[src/sv/sia_pkg.sv]
package sia_pkg;

  localparam int DW  = 32;
  localparam int SHW = $clog2(DW);
  localparam int NLANE = 4;

  localparam logic [DW-1:0] VMIN = {1'b1, {(DW-1){1'b0}}};
  localparam logic [DW-1:0] VMAX = {1'b0, {(DW-1){1'b1}}};

  localparam logic [1:0] TAG_REGULAR = 2'd0;
  localparam logic [1:0] TAG_EMPTY   = 2'd1;
  localparam logic [1:0] TAG_UNKNOWN = 2'd2;

  typedef enum logic [3:0] {
    OP_ADD   = 4'd0,
    OP_SUB   = 4'd1,
    OP_MUL   = 4'd2,
    OP_UDIV  = 4'd3,
    OP_SDIV  = 4'd4,
    OP_UREM  = 4'd5,
    OP_SREM  = 4'd6,
    OP_SHL   = 4'd7,
    OP_LSHR  = 4'd8,
    OP_ASHR  = 4'd9,
    OP_AND   = 4'd10,
    OP_OR    = 4'd11,
    OP_XOR   = 4'd12,
    OP_TRUNC = 4'd13,
    OP_ISECT = 4'd14,
    OP_UNION = 4'd15
  } op_t;

  typedef enum logic [1:0] {
    MODE_DIRECT  = 2'd0,
    MODE_CORNERS = 2'd1,
    MODE_DIV     = 2'd2
  } mode_t;

  typedef struct packed {
    mode_t         mode;
    logic [DW-1:0] lo;
    logic [DW-1:0] hi;
    logic [1:0]    tag;
  } carry_t;

  function automatic logic slt(input logic [DW-1:0] x, input logic [DW-1:0] y);
    return $signed(x) < $signed(y);
  endfunction

  function automatic logic [DW-1:0] smin(input logic [DW-1:0] x, input logic [DW-1:0] y);
    return slt(y, x) ? y : x;
  endfunction

  function automatic logic [DW-1:0] smax(input logic [DW-1:0] x, input logic [DW-1:0] y);
    return slt(x, y) ? y : x;
  endfunction

  // A result whose lower bound lies above its upper bound is empty.
  function automatic carry_t mk(input logic [DW-1:0] l, input logic [DW-1:0] u);
    carry_t r;
    r.mode = MODE_DIRECT;
    r.lo   = l;
    r.hi   = u;
    r.tag  = slt(u, l) ? TAG_EMPTY : TAG_REGULAR;
    return r;
  endfunction

  function automatic carry_t mkt(input logic [DW-1:0] l, input logic [DW-1:0] u,
                                 input logic [1:0] t);
    carry_t r;
    r.mode = MODE_DIRECT;
    r.lo   = l;
    r.hi   = u;
    r.tag  = t;
    return r;
  endfunction

endpackage

[src/sv/sia_merge.sv]
module sia_merge import sia_pkg::*; (
  input  carry_t        car,
  input  logic [DW-1:0] k [NLANE],
  output logic [DW-1:0] lo,
  output logic [DW-1:0] hi,
  output logic [1:0]    tag
);

  carry_t res;

  always_comb begin
    unique case (car.mode)
      MODE_CORNERS: res = mk(smin(smin(k[0], k[1]), smin(k[2], k[3])),
                             smax(smax(k[0], k[1]), smax(k[2], k[3])));
      MODE_DIV: begin
        if (k[0] == k[1]) res = mk(VMIN, VMAX);
        else res = mk(k[0], k[1]);
      end
      default: res = car;
    endcase
    lo  = res.lo;
    hi  = res.hi;
    tag = res.tag;
  end

endmodule

[config.mk]
export PLATFORM = sky130hd
export DESIGN_NAME = sia_merge
export DESIGN_NICKNAME = d
export VERILOG_FILES = /design/src/sv/sia_pkg.sv /design/src/sv/sia_merge.sv
export SDC_FILE = /design/constraint.sdc
export NUM_CORES = 1
export LEC_CHECK = 0
export ABC_AREA = 0
export BUFFER_PORTS_ARGS = -buffer_cell sky130_fd_sc_hd__buf_2
export CAP_MARGIN = 40
export CORE_ASPECT_RATIO = 2
export CORE_MARGIN = 2
export CORE_UTILIZATION = 53
export DETAILED_ROUTE_END_ITERATION = 16
export PLACE_DENSITY = 0.83
export SYNTH_ARGS = -nofsm -noshare
export SYNTH_HDL_FRONTEND = slang
export SYNTH_SLANG_ARGS = --single-unit
export TNS_END_PERCENT = 20
[constraint.sdc]
create_clock -name vclk -period 9.4
set_clock_uncertainty 0.05 [all_clocks]
set_input_delay 0 -clock vclk [all_inputs]
set_output_delay 0 -clock vclk [all_outputs]
set_load 0.1 [all_outputs]
Word level (Yosys, flattened, before mapping)
Index checks and enable logic that the tools add are counted.

word-level totals
  memories = 0
  input port bits = 196
  ROM bits = 0
  latch bits = 0
  output and inout port bits = 66
  flip-flop bits (word level) = 0
  memory bits (writable) = 0

cells by class
  muxes and demuxes = 10
  shift-type cells = 0
  divide/modulo/power cells = 0
  $lt $le $gt $ge = 7
  add/subtract/negate cells = 0
  reduce and logical (&&, ||, !) cells = 0
  equality and inequality tests = 3
  bitwise logic cells = 0
  multipliers = 0

operators by type and width
  cell                  count
  $lt A32 B32 Y1        7
  $mux W32              6
  $pmux W66 S2          1
  $mux W66              1
  $eq A32 B32 Y1        1
  $eq A2 B1 Y1 const B  1
  $eq A2 B2 Y1 const B  1
  $mux W1               2

Longest topological paths before layout
Gate-level depths: netlist of run 1.

  depth in word-level cells = 7
  depth in mapped cells = 35
  mapped depth without buffers = 31

Least setup slack after synthesis of run 1
No wires, ideal clock.

  path kind = input-to-output
  start = input port k[111] (netlist bit)
  end = output port tag[0]
  stages = 35
  path buffers = 4
  arrival time = 9003 ps
  required time = 9350 ps
  setup slack = 347 ps
  cells stage by stage = inv_1 ha_1 a41oi_1 o21ai_0 a221oi_1 a21boi_0 or4_1 clkbuf_1 a21oi_2 buf_1 mux2i_1 inv_1 ha_1 nand4_1 or2_2 nor2_1 o2111ai_1 a21o_1 and4b_1 a21o_1 a41o_1 buf_2 buf_4 mux2i_1 ha_1 a21o_1 a21o_1 a21o_1 a21o_1 a21o_1 a21o_1 a211o_1 or3_1 or3_1 o21ai_0

on the way
  longest elaborated chain between the ends = 7
  elaborated cells between the ends (all ways) = 14

ends and longest elaborated chain
  element                             line                          RTL
  start: declaration                  sia_merge.sv:3                input logic [DW-1:0] k [NLANE],
  $lt A32 B32 Y1                      sia_pkg.sv:47                 return $signed(x) < $signed(y);
  $mux W32, on equally long branches  sia_pkg.sv:55, sia_pkg.sv:51
  $lt A32 B32 Y1                      sia_pkg.sv:47
  $mux W32, on equally long branches  sia_pkg.sv:55, sia_pkg.sv:51
  $lt A32 B32 Y1                      sia_pkg.sv:47
  $mux W1                             sia_pkg.sv:64                 r.tag = slt(u, l) ? TAG_EMPTY : TAG_REGULAR;
  $pmux W66 S2 (*)                    sia_merge.sv:12               unique case (car.mode)
  end: declaration                    sia_merge.sv:6                output logic [1:0] tag

Every way passes the cells marked *; elsewhere a longest branch is shown, timed or not.

Worst setup path in the final report of run 1
  start = input port k[19] (netlist bit)
  end = output port tag[0]

on the way
  longest elaborated chain between the ends = 7
  elaborated cells between the ends (all ways) = 11

ends and longest elaborated chain
  element                             line
  $lt A32 B32 Y1                      sia_pkg.sv:47
  $mux W32, on equally long branches  sia_pkg.sv:55, sia_pkg.sv:51
  $lt A32 B32 Y1                      sia_pkg.sv:47
  $mux W32, on equally long branches  sia_pkg.sv:55, sia_pkg.sv:51
  $lt A32 B32 Y1 (*)                  sia_pkg.sv:47
  $mux W1 (*)                         sia_pkg.sv:64
  $pmux W66 S2 (*)                    sia_merge.sv:12

Marks and branches as above.

==> results of run 1 <==
-- routing by layer --
layer,share of wire,vias to the layer above
met5,0,-
met4,0.15,0
met3,0.061,224
met2,0.49,538
met1,0.30,4271
li1,-,4313
-- power by group through the flow --
stage | clock, mW | sequential, mW | combinational [mW]
2_1_floorplan | 0 | 0 | 1.08
3_3_place_gp | 0 | 0 | 1.44
3_5_place_dp | 0 | 0 | 1.47
4_1_cts | 0 | 0 | 1.47
5_1_grt | 0 | 0 | 1.61
6_report | 0 | 0 | 1.51
-- worst paths after layout --
kind	to	slack [ns]	start
worst min-delay path	hi[0]	0.43	car[2]
worst max-delay path	tag[0]	0.59	k[19]
-- synthesized netlist by cell type (17+ instances only) --
cell / number / share of area
nand2_1: 57 / 0.029
o21ai_1: 30 / 0.021
nor2_1: 55 / 0.028
ha_1: 159 / 0.27
inv_1: 135 / 0.070
clkbuf_1: 43 / 0.022
o21ai_0: 83 / 0.057
a22oi_1: 32 / 0.033
a21oi_1: 101 / 0.070
a21o_1: 37 / 0.038
a221o_1: 32 / 0.044
nand3_1: 17 / 0.012
nand4_1: 26 / 0.022
mux2i_1: 127 / 0.17
-- cell families after synthesis --
group	Yosys count
muxes	129
AOI/OAI and AO/OA	361
buffers and inverters	192
and+or+nand+nor	194
adders and majority gates	159
-- stage by stage --
| stage | setup WS [ns] | area, µm² | util | instances |
|---|---|---|---|---|
| after floorplan | 0.3474 | 7267 | - | 1035 |
| after global routing | 0.1799 | 8816 | 0.6561 | 1419 |
| after global placement | 0.9188 | 8768 | 0.6525 | 1416 |
| after CTS | 0.8556 | 8811 | 0.6557 | 1418 |
| final | 0.5932 | 8816 | 0.6561 | 1419 |
| after detailed placement | 0.9270 | 8811 | 0.6557 | 1418 |
-- cell type report --
class / instances / area share
multi-input combinational: 843 / 0.7458
timing repair buffer: 285 / 0.1743
inverter: 136 / 0.05791
tap: 155 / 0.02200
-- critical path: cells and delay by family --
kind                       cells  cell delay [ns]
AOI/OAI and AO/OA             17             4.42
buffers and inverters          5             1.16
muxes                          1             0.31
adders and majority gates      3             1.02
and+or+nand+nor                6             1.80
-- cell usage in the layout (no fill, tap or decap), drive strengths merged, types with 2 or more instances in the layout --
cell | netlist | layout
a221oi | 3 | 3
nor2b | 5 | 5
nand3 | 17 | 17
a31oi | 3 | 3
o21a | 4 | 4
nand4 | 26 | 26
a211o | 3 | 3
nor2 | 55 | 55
o221ai | 3 | 3
nor3 | 11 | 11
buf | 13 | 285
nand2 | 57 | 57
or3 | 2 | 2
o211ai | 2 | 2
mux2 | 2 | 2
or2 | 2 | 2
o22ai | 2 | 2
inv | 135 | 135
a22oi | 32 | 32
a21o | 37 | 37
o2111ai | 2 | 2
a221o | 32 | 32
mux2i | 127 | 127
ha | 159 | 159
nand2b | 4 | 4
a2111o | 2 | 2
a21oi | 102 | 102
and2 | 2 | 2
and3 | 2 | 2
nor4 | 8 | 8
a211oi | 7 | 7
o21ai | 114 | 114
==> impl_metrics.yaml, run 1 <==
power_and_ir_drop:
  total_power_mw: 1.511
  switching_share: 0.6715
  seq_power_share: 0
  power_leakage_nw: 5.106
  irDropWorstVdd_uv: 121.2
  p_sw_mw: 1.014
  p_int_mw: 0.4962
  clkPwrFrac: 0
  comb_power_share: 1.000
  p_per_area_nw_per_um2: 171.3
finish:
  fin_nets: 1621
  n_clock_buffer: 0
  final-seq-area_um2: 0
  seq_cell_count: 0
  diodes: 0
  area_growth_pct: 21.32
  multi_input_area_um2: 6575
  fillerInstances: 1272
  drive_above_1_share: 0.2389
floorplanning:
  ios: 262
  row_count: 60
  die_w_um: 86.80
  core_um2: 13440
  dieArea_um2: 14720
  start_util: 0.5408
  chipHeight_um: 169.6
sta:
  drv_slew: 0
  finalSetupTns_ns: 0
  fmax_mhz: 113.5
  finalCritPeriodShare: 0.9369
  rsz0062_at_grt: "false"
  worst_pin_slew_ns: 0.8978
  fin_hold_ws_ns: 0.4298
  hold_viol: 0
  period_needed_ns: 8.807
  setup_viol: 0
  slew_headroom: 0.3951
clock_tree:
  cts.hold.buffers_added: 0
  post_cts_resized: 0
  post_cts_buffers: 0
job:
  cap_violations: 0
hold_path:
  whs_path_depth: 4
  hold_class: "primary input to primary output"
placement:
  portBuffers: 262
  post-dp-hpwl_mm: 27.13
  gp_congestion: 1.140
routing:
  drt-wirelength-per-cell_um: 23.05
  antenna_left: 0
  dr.pass1.iters: 8
  drt_iter0_markers: 603
  vias: 9346
  wl_mm: 32.71
  drc_errors: 0
  viasPerCell: 6.586
synthesis:
  syn-cell-area_um2: 7267
  syn_area_per_cell_um2: 7.021
  synth_fa_ha_area_frac: 0.2738
  synth.mux.area_fraction: 0.1780
  synth_compound_area_frac: 0.3189
  synthCells: 1035
  synth_top_family_by_area: "compound AO/OA/AOI/OAI gates"
  synthSimpleGateAreaFrac: 0.1264
  synth_warnings: 0
  yosys.cell_types.count: 57
  syn_nets: 1390
  synthXorXnorAreaFrac: 0
  seq_area_frac_synth: 0
setup_path:
  endpoint_kind: "primary output"
  cpMostUsedCell: "a21o_1"
  arrival_ns: 8.76
  crit_fanout: 22
  cpPeakStageDelay_ns: 0.68
  required_ns: 9.35
  crit_type: "primary input to primary output"
  start_kind: "primary input"
  cp_slowest_cell: "or4b_2"
grt:
  met1_usage: 0.3767
  grt_pass1_wl_mm: 48.13
  top_usage_layer: "met2"
  grt_usage: 0.4272
  overflow: 0
  grtUsageMet2: 0.7401
  use_met3: 0.06226
  grt_max_degree: 67
  grt_pass1_vias: 9280
  grt_antenna_before_repair: 0
outcome:
  outcome: "completed"
Power figures use the tool's default switching activity.
==> run 2, diff against run 1 <==
--- a/config.mk
+++ b/config.mk
@@ -5,14 +5,14 @@
 export SDC_FILE = /design/constraint.sdc
 export NUM_CORES = 1
 export LEC_CHECK = 0
-export ABC_AREA = 0
+export ABC_AREA = 1
 export BUFFER_PORTS_ARGS = -buffer_cell sky130_fd_sc_hd__buf_2
 export CAP_MARGIN = 40
 export CORE_ASPECT_RATIO = 2
 export CORE_MARGIN = 2
-export CORE_UTILIZATION = 53
+export CORE_UTILIZATION = 54
 export DETAILED_ROUTE_END_ITERATION = 16
-export PLACE_DENSITY = 0.83
+export PLACE_DENSITY = 0.84
 export SYNTH_ARGS = -nofsm -noshare
 export SYNTH_HDL_FRONTEND = slang
 export SYNTH_SLANG_ARGS = --single-unit
==> constraint.sdc (replaced) <==
create_clock -name vclk -period 9.4
set_clock_uncertainty 0.05 [all_clocks]
set_input_delay 0 -clock vclk [all_inputs]
set_output_delay 0 -clock vclk [all_outputs]
set_load 0.05 [all_outputs]
==> run 2 against run 1 <==
  * Final cell count increased by 22%
  * First-iteration DRC count decreased by 22%
  * Routed wire length decreased by 14%
  * Worst hold slack got worse by 0.10 ns
  * Critical endpoint unchanged
==> impl_metrics.yaml, run 2 <==
outcome:
  outcome: "completed"
setup_path:
  cp_slowest_cell: "nand2_4"
  crit_fanout: 66
  cpPeakStageDelay_ns: 0.59
  required_ns: 9.35
  crit_type: "primary input to primary output"
  arrival_ns: 7.63
  start_kind: "primary input"
  endpoint_kind: "primary output"
finish:
  n_clock_buffer: 0
  fin_nets: 1935
  drive_above_1_share: 0.1907
  final_cells: 1733
  layout_common_cells: "408 x nand2_1, 262 x buf_2, 160 x o21ai_0, 158 x ha_1, 137 x inv_1"
  final_common_cell: "nand2_1"
  final-seq-area_um2: 0
  diodes: 0
  area_growth_pct: 18.54
  seq_cell_count: 0
power_and_ir_drop:
  total_power_mw: 1.474
  power_leakage_nw: 4.918
  irDropWorstVdd_uv: 109.7
  p_per_area_nw_per_um2: 167.0
synthesis:
  yosys-top-cells-count: "409 x nand2_1, 160 x o21ai_0, 159 x ha_1"
  yosysTopAreaCellShare: 0.2672
  synth_warnings: 0
  syn_nets: 1729
  synth.most_common_cell: "nand2_1"
  syn-cell-area_um2: 7445
  yosys.area.top_type: "ha_1"
  synthCells: 1374
  ys_top_cells_by_area: "ha_1 27%, nand2_1 21%, o21ai_0 11%"
  yosys.cell_types.count: 35
  syn_area_per_cell_um2: 5.418
  seq_area_frac_synth: 0
clock_tree:
  cts.hold.buffers_added: 0
  post_cts_buffers: 0
  post_cts_resized: 0
sta:
  rsz0062_at_grt: "false"
  finalCritPeriodShare: 0.8172
  setup_viol: 0
  finalSetupTns_ns: 0
  drv_slew: 0
  hold_viol: 0
  worst_pin_slew_ns: 0.7538
  fin_hold_ws_ns: 0.3260
  period_needed_ns: 7.682
  fmax_mhz: 130.2
  slew_headroom: 0.4975
floorplanning:
  chipHeight_um: 170.1
  core_um2: 13440
  ios: 262
  die_w_um: 87.03
  row_count: 60
  dieArea_um2: 14800
  start_util: 0.5540
routing:
  viasPerCell: 5.846
  vias: 10130
  dr.pass1.iters: 5
  drc_errors: 0
  wl_mm: 28.02
  drt_iter0_markers: 468
  antenna_left: 0
  drt-wirelength-per-cell_um: 16.17
placement:
  dp_cells: 1733
  post-dp-hpwl_mm: 23.07
  portBuffers: 262
  gp_congestion: 1.048
grt:
  grt_usage: 0.3646
  overflow: 0
  grt_pass1_wl_mm: 43.33
  grt_antenna_before_repair: 0
  grt_pass1_vias: 9591
  grt_max_degree: 75
hold_path:
  min_from: "car[1]"
  whs_path_depth: 4
  min_to: "tag[1]"
  hold_class: "primary input to primary output"
job:
  cap_violations: 0
## run 2: cell type report
type / instances / area (µm²)
repair buffers: 271 / 1439
inverters: 139 / 523.0
multi-input cells: 1168 / 6669
fillers: 1358 / 4613
well taps: 155 / 193.9
## run 2: logic make-up after synthesis
| family | after synthesis | share of synthesized area |
|---|---|---|
| buffers and inverters | 206 | 0.1055 |
| adder cells (fa/ha/maj) | 159 | 0.2672 |
| AO/OA/AOI/OAI | 347 | 0.2560 |
| AND/OR/NAND/NOR | 662 | 0.3713 |
## run 2: worst max path at each step
stage / start / endpoint / slack (ns) / depth (start not counted)
global route: k[125] / tag[0] / 1.05 / 34
floorplan: k[111] / tag[0] / 4.13 / 33
finish: k[123] / tag[0] / 1.72 / 34
detailed placement: k[123] / tag[0] / 1.88 / 34
CTS: k[123] / tag[0] / 1.86 / 34
global placement: k[123] / tag[0] / 1.96 / 33
## run 2: metrics by stage
step           setup WS, ns  utilization  area [µm²]
6_report              1.718       0.6567        8825
5_1_grt               1.053       0.6567        8825
3_3_place_gp          1.962       0.6506        8742
2_1_floorplan         4.129            -        7445
4_1_cts               1.861       0.6567        8825
3_5_place_dp          1.876       0.6567        8825
## run 2: routing by layer
metal / part of all wire / global-route usage / vias to the layer above
met1: 0.34 / 0.3514 / 4487
met4: 0.086 / 0.2588 / 0
met2: 0.52 / 0.6947 / 460
met3: 0.057 / 0.02861 / 129
met5: 0 / 0 / -
li1: - / - / 5055
## run 2: power by group
group          leakage (nW)  total, mW  switching (mW)  internal [mW]
sequential                0          0               0              0
combinational          4.92       1.47            1.00          0.474
clock                     0          0               0              0
total                  4.92       1.47            1.00          0.474
## run 2: critical path: cells and delay by family
family | cells | cell delay [ns]
adders and majority gates | 3 | 0.82
and+or+nand+nor | 16 | 3.55
AOI/OAI and AO/OA | 10 | 2.20
buffers and inverters | 5 | 1.03
==> run 3, diff against run 2 <==
--- a/config.mk
+++ b/config.mk
@@ -10,9 +10,9 @@
 export CAP_MARGIN = 40
 export CORE_ASPECT_RATIO = 2
 export CORE_MARGIN = 2
-export CORE_UTILIZATION = 54
+export CORE_UTILIZATION = 49
 export DETAILED_ROUTE_END_ITERATION = 16
-export PLACE_DENSITY = 0.84
+export PLACE_DENSITY = 0.8
 export SYNTH_ARGS = -nofsm -noshare
 export SYNTH_HDL_FRONTEND = slang
 export SYNTH_SLANG_ARGS = --single-unit
==> constraint.sdc (replaced) <==
create_clock -name vclk -period 6.2
set_clock_uncertainty 0.05 [all_clocks]
set_input_delay 0 -clock vclk [all_inputs]
set_output_delay 0 -clock vclk [all_outputs]
set_load 0.05 [all_outputs]
==> run 3 against run 2 <==
  * Final cell count is 6.8% higher
  * Die area grew 9.8%
  * Global-route usage is 1.9 points lower
  * Highest routed layer unchanged
  * Sequential share of layout area unchanged
  * Worst hold slack better by 0.0028 ns
  * Combinational power rose by 77%
  * Utilization is 0.77 points lower
  * Power increased by 76%
  * Critical path depth rose by 4
==> impl_metrics.yaml, run 3 (synthesized netlist as in run 2, its figures left out) <==
placement:
  gp_congestion: 1.030
  dpl_cell_area_um2: 9358
  post-dp-hpwl_mm: 24.68
  pre_cts_ws_ns: -0.1815
  dp_cells: 1842
  portBuffers: 262
setup_path:
  endpoint_kind: "primary output"
  crit_fanout: 16
  arrival_ns: 5.90
  crit_type: "primary input to primary output"
  cpPeakStageDelay_ns: 0.33
  cpMostUsedCell: "nand2_1"
  start_kind: "primary input"
  cp_slowest_cell: "ha_1"
  required_ns: 6.15
grt:
  grt_pass1_wl_mm: 45.66
  overflow: 0
  grt_max_degree: 85
  grt_usage: 0.3459
  grt_antenna_before_repair: 1
  grt_pass1_vias: 9870
finish:
  n_clock_buffer: 0
  final_cells: 1851
  utilization: 0.6490
  layout_common_cells: "405 x nand2_1, 261 x buf_2, 157 x o21ai_0, 157 x ha_1, 137 x inv_1"
  final_common_cell: "nand2_1"
  drive_above_1_share: 0.2399
  seq_cell_count: 0
  area_growth_pct: 29.19
  fin_nets: 2012
  fillerInstances: 1539
  final_cell_area_um2: 9618
  final-seq-area_um2: 0
floorplanning:
  chipHeight_um: 178.3
  start_util: 0.5024
  core_um2: 14820
  ios: 262
  dieArea_um2: 16260
  row_count: 63
  die_w_um: 91.16
power_and_ir_drop:
  total_power_mw: 2.600
  p_int_mw: 0.9877
  p_sw_mw: 1.613
  p_per_area_nw_per_um2: 270.4
  clkPwrFrac: 0
  irDropWorstVdd_uv: 155.9
  power_leakage_nw: 5.331
  comb_power_share: 1.000
  switching_share: 0.6202
  seq_power_share: 0
outcome:
  outcome: "completed"
routing:
  wl_mm: 29.71
  dr.pass1.iters: 5
  vias: 10460
  drt_iter0_markers: 499
  drc_errors: 0
  antenna_left: 0
  drt-wirelength-per-cell_um: 16.05
  viasPerCell: 5.648
clock_tree:
  cts.hold.buffers_added: 0
sta:
  period_needed_ns: 5.948
  hold_viol: 0
  setup_viol: 0
  slew_headroom: 0.4818
  drv_slew: 0
  worst_slack_ns: 0.2521
  finalCritPeriodShare: 0.9593
  fmax_mhz: 168.1
  worst_pin_slew_ns: 0.7773
job:
  cap_violations: 0
hold_path:
  hold_class: "primary input to primary output"
==> run 3: power by group through the flow <==
stage,logic (mW),clock network (mW),registers [mW]
floorplan,1.62,0,0
global placement,2.38,0,0
detailed placement,2.43,0,0
CTS,2.44,0,0
global route,2.89,0.0000000216,0
finish,2.60,0.0000000216,0
==> run 3: layer usage <==
metal | wire (µm) | global-route usage | vias to the layer above
li1 | - | - | 5211
met4 | 2853 | 0.2778 | 0
met2 | 15310 | 0.6664 | 451
met5 | 0 | 0 | -
met3 | 1701 | 0.02366 | 161
met1 | 9850 | 0.3305 | 4632
==> run 3: worst max-delay path, delay by kind of cell <==
kind                       cells  cell delay (ns)
AOI/OAI and AO/OA              9             1.89
and+or+nand+nor               17             1.78
adders and majority gates      3             0.95
buffers and inverters          9             1.28
==> run 3: cell type report <==
type               count  area, µm²  area share
diodes                 1      2.502   0.0002602
inverters            139      523.0     0.05438
multi-input cells   1168       6788      0.7057
well taps            195      244.0     0.02537
repair buffers       348       2061      0.2143
==> run 3: metrics by stage <==
step	setup TNS (ns)	hold WS (ns)
floorplan	0	0.1791
global placement	-0.1021	0.3328
detailed placement	-0.1815	0.3298
CTS	0	0.3298
global route	-0.09827	0.3529
finish	0	0.3288
==> run 3: final timing paths <==
check / startpoint / end / cells after the start
worst min-delay path: car[1] / tag[1] / 4
worst max-delay path: k[29] / tag[0] / 38
==> run 3: what timing repair did <==
action | in CTS | in global routing
pin swaps | 0 | 11
cloned | 0 | 1
buffers inserted | 0 | 7
gates resized for setup | 3 | 38
setup endpoints to repair | 1 | 1
